$ cat src/design/mvt_pkg.sv
// ----------------------------------------------------------------------------
// mvt_pkg: shared types and constants for the 4x4 matrix-vector transform
// Lane and accumulator types, the beat that travels along the cell chain,
// register indexes and the identity reset values of the matrix columns.
// ----------------------------------------------------------------------------
`default_nettype none

package mvt_pkg;

  // Number of vector lanes and matrix columns.
  localparam int unsigned LANES = 4;
  // Width of one Q8.8 element.
  localparam int unsigned LANE_W = 16;
  // Width of one packed matrix column.
  localparam int unsigned COL_W = LANES * LANE_W;
  // Accumulator width: four Q16.16 products need 34 signed bits; one spare.
  localparam int unsigned ACC_W = 35;
  // Fraction bits dropped by the final shift.
  localparam int unsigned FRAC_BITS = 8;

  typedef logic signed [LANE_W-1:0] lane_t;
  typedef logic signed [ACC_W-1:0]  acc_t;
  typedef logic [COL_W-1:0]         col_t;

  // Configuration register indexes.
  typedef enum logic [1:0] {
    REG_COL0 = 2'd0,
    REG_COL1 = 2'd1,
    REG_COL2 = 2'd2,
    REG_COL3 = 2'd3
  } reg_idx_t;

  // Identity matrix, one column per register.
  localparam col_t COL0_RESET = 64'h0000_0000_0000_0100;
  localparam col_t COL1_RESET = 64'h0000_0000_0100_0000;
  localparam col_t COL2_RESET = 64'h0000_0100_0000_0000;
  localparam col_t COL3_RESET = 64'h0100_0000_0000_0000;

  // One beat moving between neighboring cells: the vector lanes still to be
  // consumed (lane 0 is used next) and the four running sums.
  typedef struct packed {
    logic                    valid;
    logic [LANES-1:0][LANE_W-1:0] vec;
    logic [LANES-1:0][ACC_W-1:0]  acc;
  } link_t;

endpackage

`default_nettype wire

$ cat src/design/mvt_cell.sv
// ----------------------------------------------------------------------------
// mvt_cell: one multiply-accumulate cell of the chain
// Multiplies vector lane 0 by the four elements of its matrix column, adds
// the products to the running sums and hands the beat to the next cell with
// the vector shifted down by one lane.
// ----------------------------------------------------------------------------
`default_nettype none

module mvt_cell (
  input  wire logic          clk,
  input  wire logic          rst_n,
  input  wire logic          adv,
  input  wire mvt_pkg::col_t col_i,
  input  wire mvt_pkg::link_t link_i,
  output mvt_pkg::link_t     link_o
);

  logic                                          valid_r;
  logic [mvt_pkg::LANES-1:0][mvt_pkg::LANE_W-1:0] vec_r, vec_nxt;
  logic [mvt_pkg::LANES-1:0][mvt_pkg::ACC_W-1:0]  acc_r, acc_nxt;

  // Products of this column with the current lane, added to the partial sums.
  always_comb begin
    logic signed [2*mvt_pkg::LANE_W-1:0] prod;
    for (int i = 0; i < mvt_pkg::LANES; i++) begin
      prod = $signed(col_i[i*mvt_pkg::LANE_W +: mvt_pkg::LANE_W]) *
             $signed(link_i.vec[0]);
      acc_nxt[i] = $signed(link_i.acc[i]) +
                   $signed({{(mvt_pkg::ACC_W-2*mvt_pkg::LANE_W){prod[2*mvt_pkg::LANE_W-1]}},
                            prod});
    end
    for (int i = 0; i < mvt_pkg::LANES - 1; i++) begin
      vec_nxt[i] = link_i.vec[i+1];
    end
    vec_nxt[mvt_pkg::LANES-1] = '0;
  end

  // Beat valid flag.
  always_ff @(posedge clk) begin
    if (!rst_n) begin
      valid_r <= 1'b0;
    end else if (adv) begin
      valid_r <= link_i.valid;
    end
  end

  // Payload registers.
  always_ff @(posedge clk) begin
    if (adv) begin
      vec_r <= vec_nxt;
      acc_r <= acc_nxt;
    end
  end

  assign link_o.valid = valid_r;
  assign link_o.vec   = vec_r;
  assign link_o.acc   = acc_r;

endmodule

`default_nettype wire

$ cat config.mk
export PLATFORM = sky130hd
export DESIGN_NAME = mvt_cell
export DESIGN_NICKNAME = d
export VERILOG_FILES = /design/src/design/mvt_pkg.sv /design/src/design/mvt_cell.sv
export SDC_FILE = /design/constraint.sdc
export NUM_CORES = 2
export LEC_CHECK = 0
export ABC_AREA = 1
export BUFFER_PORTS_ARGS = -buffer_cell sky130_fd_sc_hd__clkbuf_2
export CORE_MARGIN = 10
export CORE_UTILIZATION = 30
export CTS_BUF_LIST = sky130_fd_sc_hd__clkbuf_16
export DETAILED_ROUTE_END_ITERATION = 16
export PLACE_DENSITY_LB_ADDON = 0.2
export SETUP_SLACK_MARGIN = 0.15
export SLEW_MARGIN = 5
export SYNTH_ARGS = -nofsm -noshare
export SYNTH_HDL_FRONTEND = slang
export SYNTH_SLANG_ARGS = --single-unit
$ cat constraint.sdc
create_clock -name clk -period 10 [get_ports clk]
set_clock_uncertainty 0.1 [all_clocks]
set_input_delay 0.5 -clock clk [delete_from_list [all_inputs] [get_ports clk]]
set_output_delay 0.5 -clock clk [all_outputs]
set_load 0.005 [all_outputs]
==> flow_summary.json <==
{
  "grtUsageTotal_pct": 16.2,
  "crit_cells": 23,
  "crit_path_end": "link_o[104]",
  "cts_buffer_depth": 2,
  "die_h_um": 452,
  "cts_buffers": 17,
  "final_util_pct": 33.3,
  "clkTransAtPathRegs_ns": 0.10,
  "r2r_start": "valid_r",
  "port-buffer-count": 460,
  "ios": 477,
  "coreArea_mm2": 0.185,
  "crit_type": "primary input to register",
  "crit_slowest_cell": "fa_1",
  "grt_pass1_vias": 45993,
  "syn_inst": 6875,
  "slew_viol_final": 0,
  "slowest_delay_ns": 0.76,
  "row_count": 158,
  "tritoncts": "built",
  "cts_resized": 0,
  "period_share_pct": 65.5,
  "outcome": "complete, no violations",
  "via_per_inst": 4.28,
  "drive_above_1_share_pct": 8.24,
  "via_count": 41425,
  "drt_pass1_iterations": 5,
  "cts_htree_levels": 4,
  "finalNonFillerCells": 9682,
  "min_path_type": "primary input to register",
  "start_util_pct": 30.2,
  "antenna_found_initial": 16,
  "reg2reg_depth": 3,
  "finalHoldViolCount": 0,
  "reg2reg_slack_ns": 8.68,
  "layout_min_cycle_time_ns": 6.55,
  "post-cts-setup-buffer-count": 0,
  "fmax_mhz": 153,
  "ys_ff_latch": 189,
  "endpoint_kind": "register",
  "die_w_um": 452,
  "hpwlAfterDp_um": 138000,
  "nNetsFinal": 9115,
  "grt_setup_unrepaired": "no",
  "yosysSeqAreaShare_pct": 10.1,
  "netlist_area_mm2": 0.0559,
  "num-fill-cells": 19754,
  "clk_latency_ns": 0.58,
  "grt_pass1_wl_um": 260000,
  "critPathTopFamily": "adder cells",
  "ant_nets": 0,
  "drt-initial-drc-count": 1849,
  "route.detailed.drc": 0,
  "wl_per_cell_um": 16.7,
  "grt_start_max_net_pins": 65,
  "cp.arrival_ns": 6.80,
  "ys_types": 36,
  "path_cells": "buf_4 > buf_4 > nand2_1 > inv_1 > fa_1 > fa_1 > fa_1 > inv_1 > fa_1 > inv_1 > fa_1 > inv_1 > fa_1 > inv_1 > ha_1 > nand2_1 > inv_1 > nand2_1 > nor3_1 > and2_1 > a21oi_1 > nand2_1 > nand2_1",
  "dp.cells": 9598,
  "ctsHoldBuffers": 50,
  "path_max_fanout": 33,
  "synth_area_per_cell_um2": 8.12,
  "tns_ns": 0,
  "setup_viol": 0,
  "critical_path.startpoint": "link_i[141]",
  "syn_to_final_growth_pct": 10.4,
  "wl_um": 162000,
  "crit_required_ns": 10.25,
  "die-area_mm2": 0.204,
  "hold_path_startpoint": "link_i[105]",
  "cp.buffers_inverters": 8,
  "routabilityCongestion": 0.896,
  "worst_pin_slew_ns": 1.05,
  "start_kind": "primary input",
  "yosysWarnings": 0,
  "worstReg2RegEnd": "valid_r",
  "slew_headroom_pct": 29.7,
  "cts_root_buf": "clkbuf_16",
  "clock-sinks": 189,
  "globalRouteOverflowTotal": 0,
  "cap_violations": 0
}
## area by class of cell
cell class                 instances  area, um^2  area share [%]
antenna                            2        5.00         0.00812
clock buffer                      17         425           0.690
clock inverter                    15         220           0.357
inverter                        2267        8510            13.8
multi-input combinational       4179       40700            66.0
sequential                       189        5670            9.19
tap                             2480        3100            5.03
timing repair buffer             533        3020            4.90
## kinds of logic after synthesis
kind of cell | after synthesis | share of synthesized area (%)
AND/OR/NAND/NOR | 2272 | 16.3
adder cells (fa/ha/maj) | 1656 | 53.8
flip-flops | 189 | 10.1
XOR/XNOR | 70 | 1.10
buffers and inverters | 2522 | 17.1
other | 1 | 0.00671
AO/OA/AOI/OAI | 165 | 1.63
## cells in the final DEF (no fill, tap or decap), drive strengths merged, types with 10 or more instances in the layout
master	instances
inv	2275
nand2	1802
fa	1240
clkbuf	462
ha	416
nor2	243
edfxtp	188
nand3	153
a21oi	109
xor2	57
dlygate4sd3	50
buf	38
o21bai	27
nand4	26
o21ai	22
nor3	22
conb	16
xnor2	13
and2	10
## registers in the layout (all words and copies together), names as in the netlist
signal / cells
link_o: 188
valid_r: 1
## cell usage after synthesis
cell type	n	area [um^2]
nand2_2	24	150
nand4_1	26	163
clkbuf_1	207	777
inv_2	9	33.8
nand2_4	1	11.3
or2_2	5	31.3
o21ai_0	22	110
fa_1	1240	24800
ha_1	416	5200
a21oi_1	109	546
nor2_4	5	56.3
edfxtp_1	188	5650
buf_1	26	97.6
xor2_1	57	499
buf_2	4	20.0
nor3_1	17	85.1
and3_1	4	25.0
xnor2_1	13	114
or2_1	3	18.8
nand3_2	7	70.1
dfxtp_1	1	20.0
nand2_1	1777	6670
a21o_1	5	37.5
nor2_1	218	818
conb_1	1	3.75
nor3_2	5	50.1
o21bai_1	27	203
and2_1	9	56.3
inv_1	2258	8480
o21a_1	2	15.0
nor2_2	20	125
nor4_1	3	18.8
and2_4	1	8.76
nand3b_1	1	7.51
nand3_1	146	731
buf_4	18	135
## through the flow
step           setup slack (ns)  cell area [um^2]  hold WS, ns
6_report                   3.45             61700        0.122
5_1_grt                    3.02             61700       0.0864
4_1_cts                    3.48             61700       0.0571
3_5_place_dp               2.83             60500        0.431
3_3_place_gp               2.83             60500        0.428
2_1_floorplan              3.97             55900        0.402
## metal layers
layer,up-vias,GRT usage (%),part of all wire [%]
met5,-,0,0.036
met4,8,3.27,1.6
met3,117,1.99,3.4
met2,669,29.7,52
met1,20825,20.5,43
li1,19806,-,-
## how the worst min path moves through the flow
stage / slack [ns] / depth (start not counted) / endpoint
global placement: 0.43 / 2 / valid_r
floorplan: 0.40 / 2 / valid_r
finish: 0.12 / 2 / link_o[105]
global route: 0.09 / 2 / link_o[105]
CTS: 0.06 / 2 / link_o[105]
detailed placement: 0.43 / 2 / valid_r
Power is not shown: default switching activity piles up to over one toggle a cycle in this logic, so the estimate is an artifact.
