File: config.mk
export PLATFORM = sky130hd
export DESIGN_NAME = mvt_sat
export DESIGN_NICKNAME = d
export VERILOG_FILES = /design/src/design/mvt_pkg.sv /design/src/design/mvt_sat.sv
export SDC_FILE = /design/constraint.sdc
export NUM_CORES = 1
export LEC_CHECK = 0
export ABC_AREA = 1
export BUFFER_PORTS_ARGS = -buffer_cell sky130_fd_sc_hd__buf_2
export CORE_AREA = 2 2 107 109
export DETAILED_ROUTE_END_ITERATION = 10
export DIE_AREA = 0 0 109 111
export PLACE_DENSITY = 0.74
export SLEW_MARGIN = 0
export SYNTH_ARGS = -nofsm -noshare
export SYNTH_HDL_FRONTEND = slang
export SYNTH_SLANG_ARGS = --single-unit
export TNS_END_PERCENT = 5
File: constraint.sdc
create_clock -name clk -period 1.9 [get_ports clk]
set_input_delay 0.095 -clock clk [delete_from_list [all_inputs] [get_ports clk]]
set_output_delay 0.095 -clock clk [all_outputs]
set_load 0.03 [all_outputs]
File: src/design/mvt_pkg.sv
// ----------------------------------------------------------------------------
// mvt_pkg: shared types and constants for the 4x4 matrix-vector transform
// Lane and accumulator types, the beat that travels along the cell chain,
// register indexes and the identity reset values of the matrix columns.
// ----------------------------------------------------------------------------
`default_nettype none

package mvt_pkg;

  // Number of vector lanes and matrix columns.
  localparam int unsigned LANES = 4;
  // Width of one Q8.8 element.
  localparam int unsigned LANE_W = 16;
  // Width of one packed matrix column.
  localparam int unsigned COL_W = LANES * LANE_W;
  // Accumulator width: four Q16.16 products need 34 signed bits; one spare.
  localparam int unsigned ACC_W = 35;
  // Fraction bits dropped by the final shift.
  localparam int unsigned FRAC_BITS = 8;

  typedef logic signed [LANE_W-1:0] lane_t;
  typedef logic signed [ACC_W-1:0]  acc_t;
  typedef logic [COL_W-1:0]         col_t;

  // Configuration register indexes.
  typedef enum logic [1:0] {
    REG_COL0 = 2'd0,
    REG_COL1 = 2'd1,
    REG_COL2 = 2'd2,
    REG_COL3 = 2'd3
  } reg_idx_t;

  // Identity matrix, one column per register.
  localparam col_t COL0_RESET = 64'h0000_0000_0000_0100;
  localparam col_t COL1_RESET = 64'h0000_0000_0100_0000;
  localparam col_t COL2_RESET = 64'h0000_0100_0000_0000;
  localparam col_t COL3_RESET = 64'h0100_0000_0000_0000;

  // One beat moving between neighboring cells: the vector lanes still to be
  // consumed (lane 0 is used next) and the four running sums.
  typedef struct packed {
    logic                    valid;
    logic [LANES-1:0][LANE_W-1:0] vec;
    logic [LANES-1:0][ACC_W-1:0]  acc;
  } link_t;

endpackage

`default_nettype wire

File: src/design/mvt_sat.sv
// ----------------------------------------------------------------------------
// mvt_sat: scaling, saturation and output register
// Drops the fraction bits of each finished sum with an arithmetic shift,
// clamps it to 16 signed bits and holds the result beat for the sink.
// ----------------------------------------------------------------------------
`default_nettype none

module mvt_sat (
  input  wire logic           clk,
  input  wire logic           rst_n,
  input  wire logic           adv,
  input  wire mvt_pkg::link_t link_i,
  output logic                valid_o,
  output mvt_pkg::lane_t      res_o [mvt_pkg::LANES],
  output logic                ovf_o
);

  // Bits of the sum that must all equal the sign for the shifted value to fit.
  localparam int unsigned TOP_LO = mvt_pkg::FRAC_BITS + mvt_pkg::LANE_W - 1;

  logic           valid_r;
  mvt_pkg::lane_t res_r [mvt_pkg::LANES];
  mvt_pkg::lane_t res_nxt [mvt_pkg::LANES];
  logic           ovf_r, ovf_nxt;

  // Shift right by the fraction width and clamp each lane.
  always_comb begin
    logic [mvt_pkg::ACC_W-TOP_LO-1:0] top;
    logic                             sgn;
    ovf_nxt = 1'b0;
    for (int i = 0; i < mvt_pkg::LANES; i++) begin
      top = link_i.acc[i][mvt_pkg::ACC_W-1:TOP_LO];
      sgn = link_i.acc[i][mvt_pkg::ACC_W-1];
      if ((top == '0) || (top == '1)) begin
        res_nxt[i] = link_i.acc[i][TOP_LO:mvt_pkg::FRAC_BITS];
      end else begin
        res_nxt[i] = sgn ? {1'b1, {(mvt_pkg::LANE_W-1){1'b0}}}
                         : {1'b0, {(mvt_pkg::LANE_W-1){1'b1}}};
        ovf_nxt    = 1'b1;
      end
    end
  end

  // Output beat valid flag.
  always_ff @(posedge clk) begin
    if (!rst_n) begin
      valid_r <= 1'b0;
    end else if (adv) begin
      valid_r <= link_i.valid;
    end
  end

  // Output payload.
  always_ff @(posedge clk) begin
    if (adv) begin
      res_r <= res_nxt;
      ovf_r <= ovf_nxt;
    end
  end

  assign valid_o = valid_r;
  assign res_o   = res_r;
  assign ovf_o   = ovf_r;

endmodule

`default_nettype wire

==> results of run 1 <==
## state kept, by name, summed over array words and instances, names as in the netlist
| name | cells |
|---|---|
| ovf_o | 1 |
| res_o | 64 |
| valid_o | 1 |
## logic make-up (layout without fill, tap and decap cells)
group | Yosys count | count (layout) | synth area share
buffers and inverters | 17 | 202 | 0.0494
DFF | 66 | 66 | 0.590
and+or+nand+nor | 214 | 214 | 0.358
AOI/OAI and AO/OA | 2 | 2 | 0.00299
## cell type report
class	count	share of cell area
timing repair buffer	181	0.204
inverter	5	0.00404
tap	143	0.0385
sequential	66	0.424
clock inverter	2	0.0129
multi-input combinational	216	0.260
clock buffer	14	0.0568
## cells in the mapped netlist
cell,instances
nand2_4,4
inv_1,4
and2_0,1
nor2_4,1
inv_2,1
buf_2,2
nand2_2,85
nor3_2,1
nand3_4,3
buf_8,1
nor2_1,26
nor2_2,11
and2_1,2
nand3_2,2
nand3b_4,3
buf_12,4
buf_6,3
a21oi_1,1
nand2_1,75
o21ai_0,1
edfxtp_1,65
clkbuf_1,2
dfxtp_1,1
## through the flow
step           instances  setup slack, ns
3_3_place_gp         609            0.640
3_5_place_dp         609            0.594
5_1_grt              627            0.279
2_1_floorplan        299            0.900
6_report             627            0.417
4_1_cts              627            0.400
## metal layers
| layer | vias up | global-route usage | share of wire |
|---|---|---|---|
| met1 | 1167 | 0.173 | 0.44 |
| li1 | 1322 | - | - |
| met2 | 133 | 0.222 | 0.46 |
| met4 | 0 | 0.0538 | 0.017 |
| met3 | 10 | 0.0335 | 0.085 |
| met5 | - | 0 | 0 |
## power by group through the flow
stage	registers [W]	clock network, W	logic (W)
after floorplan	0.00202	0	0.000114
after global placement	0.00178	0	0.000631
after detailed placement	0.00179	0	0.000641
after CTS	0.00176	0.00181	0.000646
after global routing	0.00177	0.00189	0.000691
final	0.00176	0.00177	0.000638
## path summary, 6_finish.rpt
check / start / end / slack [ns] / depth (start not counted)
hold / removal: link_i[69] / res_o[47] / 0.02 / 1
setup reg to reg: valid_o / valid_o / 1.27 / 2
hold reg to reg: valid_o / valid_o / 0.55 / 2
setup / recovery: link_i[104] / ovf_o / 0.42 / 10
## timing repair
item                       CTS  global route
gates resized for setup      0             0
setup buffers                0             0
setup endpoints to repair    0             0
hold endpoints to repair     2             0
hold buffers                 2             0
==> results.cfg, run 1 <==
[outcome]
outcome = complete, no violations

[synth]
syn_inst = 299
syn_nets = 507
avgSynthCellArea_sq_um = 11.2
synth_largest_area_cell = edfxtp_1
netlist_area_sq_mm = 0.00334
synth.top_cells.by_area = edfxtp_1 (58%), nand2_2 (16%), nand2_1 (8.4%), nor2_1 (2.9%), buf_12 (2.4%)
ys_types = 23
synth-seq-cells = 66
yosys_warnings = 0
yosysSeqAreaShare = 0.590
yosys.area.top_type_share = 0.584

[cts]
clockRootBuffer = clkbuf_16
clock_latency_ns = 0.31
clock-sinks = 66
clk_pin_slew_ns = 0.05
tritoncts = built
clockBufferDepth = 2
cts_made_buffers = 9
cts_max_level = 3

[sta]
skew_ns = 0
slew_headroom = 0.736
tns_ns = 0
setup_viol = 0
fin_crit_ns = 1.48
hold_violations = 0
min_period_over_period = 0.780
timing.fmax_mhz = 674
slew_violations = 0
grt_setup_unrepaired = false
hold_ws_ns = 0.0161
worst-slew-pin-transition_ns = 0.395

[placement]
hpwlAfterDp_microns = 6320
port_buffers = 177
place_area_sq_mm = 0.00430
gp_congestion = 0.704

[detailed_routing]
route.detailed.drc = 0
routed_via_density = 4.20
ant_nets = 0
avgRoutedWirePerCell_microns = 12.7
drtIter0Drc = 122
vias = 2632
first_pass_iters = 5
totalWireLength_microns = 7980

[floorplanning]
core_area_sq_mm = 0.0111
die_area_sq_mm = 0.0121
rows = 39
fp.dieH_microns = 111
num_io_pins = 274
die_x_microns = 109
initial_utilization = 0.302

[worst_setup_path]
critPathMostFrequentCell = nand2_1
crit_family = buffers and inverters
required_ns = 1.97
crit_slowest_cell = dlygate4sd3_1
worst_setup_path_start_kind = input pin
crit_buf_inv = 3
path_class = input pin to flop
path_max_fanout = 16
path_cells = dlygate4sd3_1 > buf_2 > nor2_1 > nand2_1 > nor2_2 > nand2_2 > nand2_4 > nand2_1 > inv_1 > nand2_1
max_stage_delay_ns = 0.53
cp.arrival_ns = 1.55
end_kind = flop

[global_routing]
antenna_found_initial = 0
grt.overflow.total = 0
grt_pass1_wl_microns = 12800
grt_max_degree = 43
grt_pass1_vias = 2705
grt_usage = 0.137

[power_and_ir_drop]
power_frac_seq = 0.422
finalPower_w = 0.00416
power.density_mw_per_mm2 = 896
p_int_w = 0.00316
power.switching_w = 0.00100
power_frac_clock = 0.425
power_frac_comb = 0.153
power_switching_share = 0.241
p_leak_nw = 2.06
vdd_drop_max_uv = 544

[finish]
layout_commonest_cell = buf_2
final_nets = 687
postLayoutCoreUtil = 0.420
syn_to_final_growth_pct = 38.9
drive_above_1_share = 0.626
multi_input_area_sq_mm = 0.00121
mostFrequentLayoutCells = buf_2 (177), nand2_2 (85), nand2_1 (75)
num-fill-cells = 1071
diodes = 0
post-route-cell-area_sq_mm = 0.00465
regArea_sq_mm = 0.00197

[min_path]
hp-class = input pin to flop

[run]
max_cap_violations = 0
Power figures use the tool's default switching activity.
==> inputs of run 2 (changes only) <==
--- a/config.mk
+++ b/config.mk
@@ -7,10 +7,10 @@
 export LEC_CHECK = 0
 export ABC_AREA = 1
 export BUFFER_PORTS_ARGS = -buffer_cell sky130_fd_sc_hd__buf_2
-export CORE_AREA = 2 2 107 109
+export CORE_AREA = 2 2 108 110
 export DETAILED_ROUTE_END_ITERATION = 10
-export DIE_AREA = 0 0 109 111
-export PLACE_DENSITY = 0.74
+export DIE_AREA = 0 0 110 112
+export PLACE_DENSITY = 0.73
 export SLEW_MARGIN = 0
 export SYNTH_ARGS = -nofsm -noshare
 export SYNTH_HDL_FRONTEND = slang
==> constraint.sdc (replaced) <==
create_clock -name clk -period 1.46 [get_ports clk]
set_input_delay 0.073 -clock clk [delete_from_list [all_inputs] [get_ports clk]]
set_output_delay 0.073 -clock clk [all_outputs]
set_load 0.03 [all_outputs]
==> results.cfg, run 2 (synthesis gave the netlist of run 1 again) <==
[detailed_routing]
route.detailed.drc = 0
routed_via_density = 4.26
drtIter0Drc = 90
first_pass_iters = 5
ant_nets = 0
totalWireLength_microns = 8670
avgRoutedWirePerCell_microns = 13.5
vias = 2730

[sta]
timing.fmax_mhz = 705
grt_setup_unrepaired = true
setup_viol = 0
fin_crit_ns = 1.42
skew_ns = 0
min_period_over_period = 0.972
hold_violations = 0
slew_violations = 0
worst-slew-pin-transition_ns = 0.372
slew_headroom = 0.752
tns_ns = 0

[power_and_ir_drop]
power.density_mw_per_mm2 = 1090
finalPower_w = 0.00524
p_leak_nw = 2.16
vdd_drop_max_uv = 498

[global_routing]
grt_usage = 0.134
grt.overflow.total = 0
antenna_found_initial = 0
grt_max_degree = 68
grt_pass1_wl_microns = 12500
grt_pass1_vias = 2690

[worst_setup_path]
crit_buf_inv = 2
max_stage_delay_ns = 0.54
required_ns = 1.53
path_class = input pin to flop
worst_setup_path_start_kind = input pin
cp.arrival_ns = 1.49
end_kind = flop
path_cells = dlygate4sd3_1 > buf_2 > nor2_1 > nand2_1 > nor2_2 > nand2_4 > nand3b_4 > nand2_1
path_max_fanout = 8
crit_slowest_cell = dlygate4sd3_1
crit_family = buffers and inverters
critPathMostFrequentCell = nand2_1

[run]
max_cap_violations = 0

[placement]
gp_congestion = 0.759
place_area_sq_mm = 0.00429
place_inst = 609
hpwlAfterDp_microns = 6120
port_buffers = 177

[finish]
syn_to_final_growth_pct = 43.7
finalNonFillerCells = 641
drive_above_1_share = 0.631
num-fill-cells = 1082
layout_commonest_cell = buf_2
post-route-cell-area_sq_mm = 0.00481
diodes = 0
largest_reg_flops = 64
final_nets = 701
mostFrequentLayoutCells = buf_2 (176), nand2_2 (84), nand2_1 (75)
multi_input_area_sq_mm = 0.00128
regArea_sq_mm = 0.00197

[cts]
clock_latency_ns = 0.32
cts_max_level = 3
clockBufferDepth = 2
cts_made_buffers = 9
clockRootBuffer = clkbuf_16
clk_pin_slew_ns = 0.06
tritoncts = built
clock-sinks = 66

[floorplanning]
core_area_sq_mm = 0.0112
num_io_pins = 274
initial_utilization = 0.299
die_area_sq_mm = 0.0123
die_x_microns = 110
rows = 39
fp.dieH_microns = 112

[outcome]
outcome = complete, no violations

[min_path]
hp-class = input pin to flop
==> run 2: changes by cell type in the layout (fill, tap and decap cells not counted), sizes merged <==
cell          before  now
buf              179  188
clkinv             0    2
dlygate4sd3        2    4
bufinv             2    1
clkbuf            14   13
dlymetal6s4s       0    1
nand3              5    6
nand3b             3    4
==> run 2: final cells by class <==
cell class / instances / area share
Sequential cell: 66 / 0.410
Timing Repair Buffer: 193 / 0.221
Clock buffer: 13 / 0.0521
Clock inverter: 3 / 0.00833
Multi-Input combinational cell: 218 / 0.267
Tap cell: 143 / 0.0372
Inverter: 5 / 0.00442
==> run 2: per-stage QoR <==
| stage | setup WS [ns] | util | hold slack [ns] |
|---|---|---|---|
| 6_report | 0.0407 | 0.430 | 0.0145 |
| 3_5_place_dp | 0.183 | 0.384 | 0.297 |
| 2_1_floorplan | 0.482 | - | 0.166 |
| 3_3_place_gp | 0.227 | 0.384 | 0.294 |
| 4_1_cts | 0.0115 | 0.414 | 0.00198 |
| 5_1_grt | -0.0171 | 0.430 | 0.0161 |
==> run 2: worst reg2reg max path: cells and delay by family (launching register included) <==
kind            cells  cell delay, ns
compound gates      2            0.23
flops               1            0.30
==> run 2: final timing paths <==
check / from / end / slack (ns) / cells past startpoint
hold reg to reg: valid_o / valid_o / 0.55 / 2
hold / removal: link_i[19] / res_o[59] / 0.01 / 3
setup / recovery: link_i[69] / res_o[32] / 0.04 / 8
setup reg to reg: valid_o / valid_o / 0.81 / 2
==> run 2: metal layers <==
| layer | share of wire | global-route usage |
|---|---|---|
| met4 | 0.018 | 0.0608 |
| met5 | 0 | 0 |
| met1 | 0.45 | 0.162 |
| met2 | 0.45 | 0.216 |
| met3 | 0.082 | 0.0404 |
==> run 2: repair_timing <==
action,4_1_cts,5_1_grt
hold buffers,5,0
gates resized for setup,0,9
setup buffers,0,10
setup endpoints to repair,0,18
endpoints found under the hold margin,5,0
==> run 2: power by group <==
part / internal (W) / switching, W
registers: 0.00225 / 0.0000374
logic: 0.000282 / 0.000564
clock network: 0.00136 / 0.000749
total: 0.00389 / 0.00135
==> inputs of run 3 (changes only) <==
--- a/config.mk
+++ b/config.mk
@@ -7,10 +7,13 @@
 export LEC_CHECK = 0
 export ABC_AREA = 1
 export BUFFER_PORTS_ARGS = -buffer_cell sky130_fd_sc_hd__buf_2
-export CORE_AREA = 2 2 108 110
+export CELL_PAD_IN_SITES_DETAIL_PLACEMENT = 1
+export CELL_PAD_IN_SITES_GLOBAL_PLACEMENT = 1
+export CORE_ASPECT_RATIO = 0.6
+export CORE_MARGIN = 1.5
+export CORE_UTILIZATION = 27
 export DETAILED_ROUTE_END_ITERATION = 10
-export DIE_AREA = 0 0 110 112
-export PLACE_DENSITY = 0.73
+export PLACE_DENSITY = 0.88
 export SLEW_MARGIN = 0
 export SYNTH_ARGS = -nofsm -noshare
 export SYNTH_HDL_FRONTEND = slang
==> results.cfg, run 3 (synthesis gave the netlist of run 1 again) <==
[outcome]
outcome = complete, no violations

[detailed_routing]
ant_nets = 0
route.detailed.drc = 0
vias = 2729
routed_via_density = 4.13
totalWireLength_microns = 9290
drtIter0Drc = 88
first_pass_iters = 4
avgRoutedWirePerCell_microns = 14.0

[worst_setup_path]
startpoint = link_i[139]
crit_slowest_cell = dlygate4sd3_1
worst_setup_path_start_kind = input pin
path_max_fanout = 15
crit_end = res_o[1]
ff2ff_path_depth = 3
path_class = input pin to flop
max_stage_delay_ns = 0.53
cp.arrival_ns = 1.47
r2r-end = valid_o
reg2reg_from = valid_o
end_kind = flop
ff2ff_setup_slack_ns = 0.22
required_ns = 1.53
path_cells = dlygate4sd3_1 > buf_2 > nor2_2 > nand2_1 > nor2_2 > nand2_4 > nand3b_4 > nand2_1

[sta]
worst-slew-pin-transition_ns = 0.429
setup_viol = 0
slew_headroom = 0.714
slew_violations = 0
fin_crit_ns = 1.40
min_period_over_period = 0.962
skew_ns = 0
hold_ws_ns = 0.0163
tns_ns = 0
timing.fmax_mhz = 712
hold_violations = 0
grt_setup_unrepaired = true
worst_slack_ns = 0.0552

[run]
max_cap_violations = 0

[power_and_ir_drop]
p_leak_nw = 2.13
vdd_drop_max_uv = 499
power.density_mw_per_mm2 = 1110

[placement]
place_area_sq_mm = 0.00433
port_buffers = 177
gp_congestion = 0.797
place_ws_ns = 0.0930
hpwlAfterDp_microns = 7040

[global_routing]
antenna_found_initial = 0
grt_pass1_wl_microns = 14400
grt_usage = 0.144
grt.overflow.total = 0
grt_max_degree = 68
grt_pass1_vias = 2945

[finish]
final_nets = 698
drive_above_1_share = 0.628
post-route-cell-area_sq_mm = 0.00481
largest_reg_flops = 64
layout_commonest_cell = buf_2
mostFrequentLayoutCells = buf_2 (176), nand2_2 (84), nand2_1 (75)
syn_to_final_growth_pct = 43.8

[floorplanning]
initial_utilization = 0.277
num_io_pins = 274
die_area_sq_mm = 0.0131
die_x_microns = 147
fp.dieH_microns = 89.2
core_area_sq_mm = 0.0121
rows = 31

[cts]
clk_pin_slew_ns = 0.06
tritoncts = built
clockRootBuffer = clkbuf_16
cts_max_level = 3
cts_made_buffers = 9
clock-sinks = 66
clock_latency_ns = 0.33
clockBufferDepth = 2

[min_path]
hp-class = input pin to flop
[run 3: changes by cell type in the layout (fill, tap and decap cells not counted), sizes merged, moves of 2 or more]
| cell | delta |
|---|---|
| clkbuf | -3 |
| dlygate4sd3 | +6 |
| clkinvlp | +2 |
| buf | -6 |
[run 3: repair_timing]
item | CTS | global route
buffers inserted | 0 | 2
resized for setup | 0 | 8
hold buffers | 10 | 0
endpoints found under the hold margin | 9 | 0
setup endpoints to repair | 0 | 22
[run 3: layout make-up]
class                   instances  area, sq um
inverters                       5         18.8
well taps                     165          206
repair buffers                192         1070
diodes                          1         2.50
flip-flops and latches         66         1970
clock buffers                  10          239
clock inverters                 6         63.8
fillers                      1401         7250
multi-input cells             216         1230
[run 3: critical path: cells and delay by family]
| kind | cells | cell delay, ns |
|---|---|---|
| buf+inv | 2 | 0.68 |
| simple gates | 6 | 0.71 |
[run 3: worst min-delay path by stage]
stage                     startpoint        end  slack [ns]  cells after the start
final                     link_i[53]  res_o[42]        0.02                      3
after floorplan                  adv    valid_o        0.17                      1
after CTS                 link_i[46]  res_o[35]     0.00008                      3
after global routing      link_i[54]  res_o[43]       0.009                      3
after detailed placement  link_i[34]  res_o[63]        0.30                      1
after global placement    link_i[34]  res_o[63]        0.30                      1
[run 3: layer usage]
metal | GRT usage | vias to the layer above | wire [microns]
met2 | 0.251 | 108 | 4570
met1 | 0.161 | 1268 | 3840
met5 | 0 | - | 0
met4 | 0.0413 | 0 | 62
met3 | 0.0653 | 6 | 818
li1 | - | 1347 | -
[run 3: power by group]
part	internal [W]	switching (W)	leakage (nW)
Combinational	0.000297	0.000571	1.34
Sequential	0.00225	0.0000368	0.645
Clock	0.00137	0.000827	0.145
[run 3: per-stage QoR]
step,utilization,instances,power (W)
after floorplan,-,299,0.00278
final,0.399,661,0.00535
after CTS,0.392,658,0.00541
after detailed placement,0.359,632,0.00316
after global routing,0.398,660,0.00557
after global placement,0.359,632,0.00313
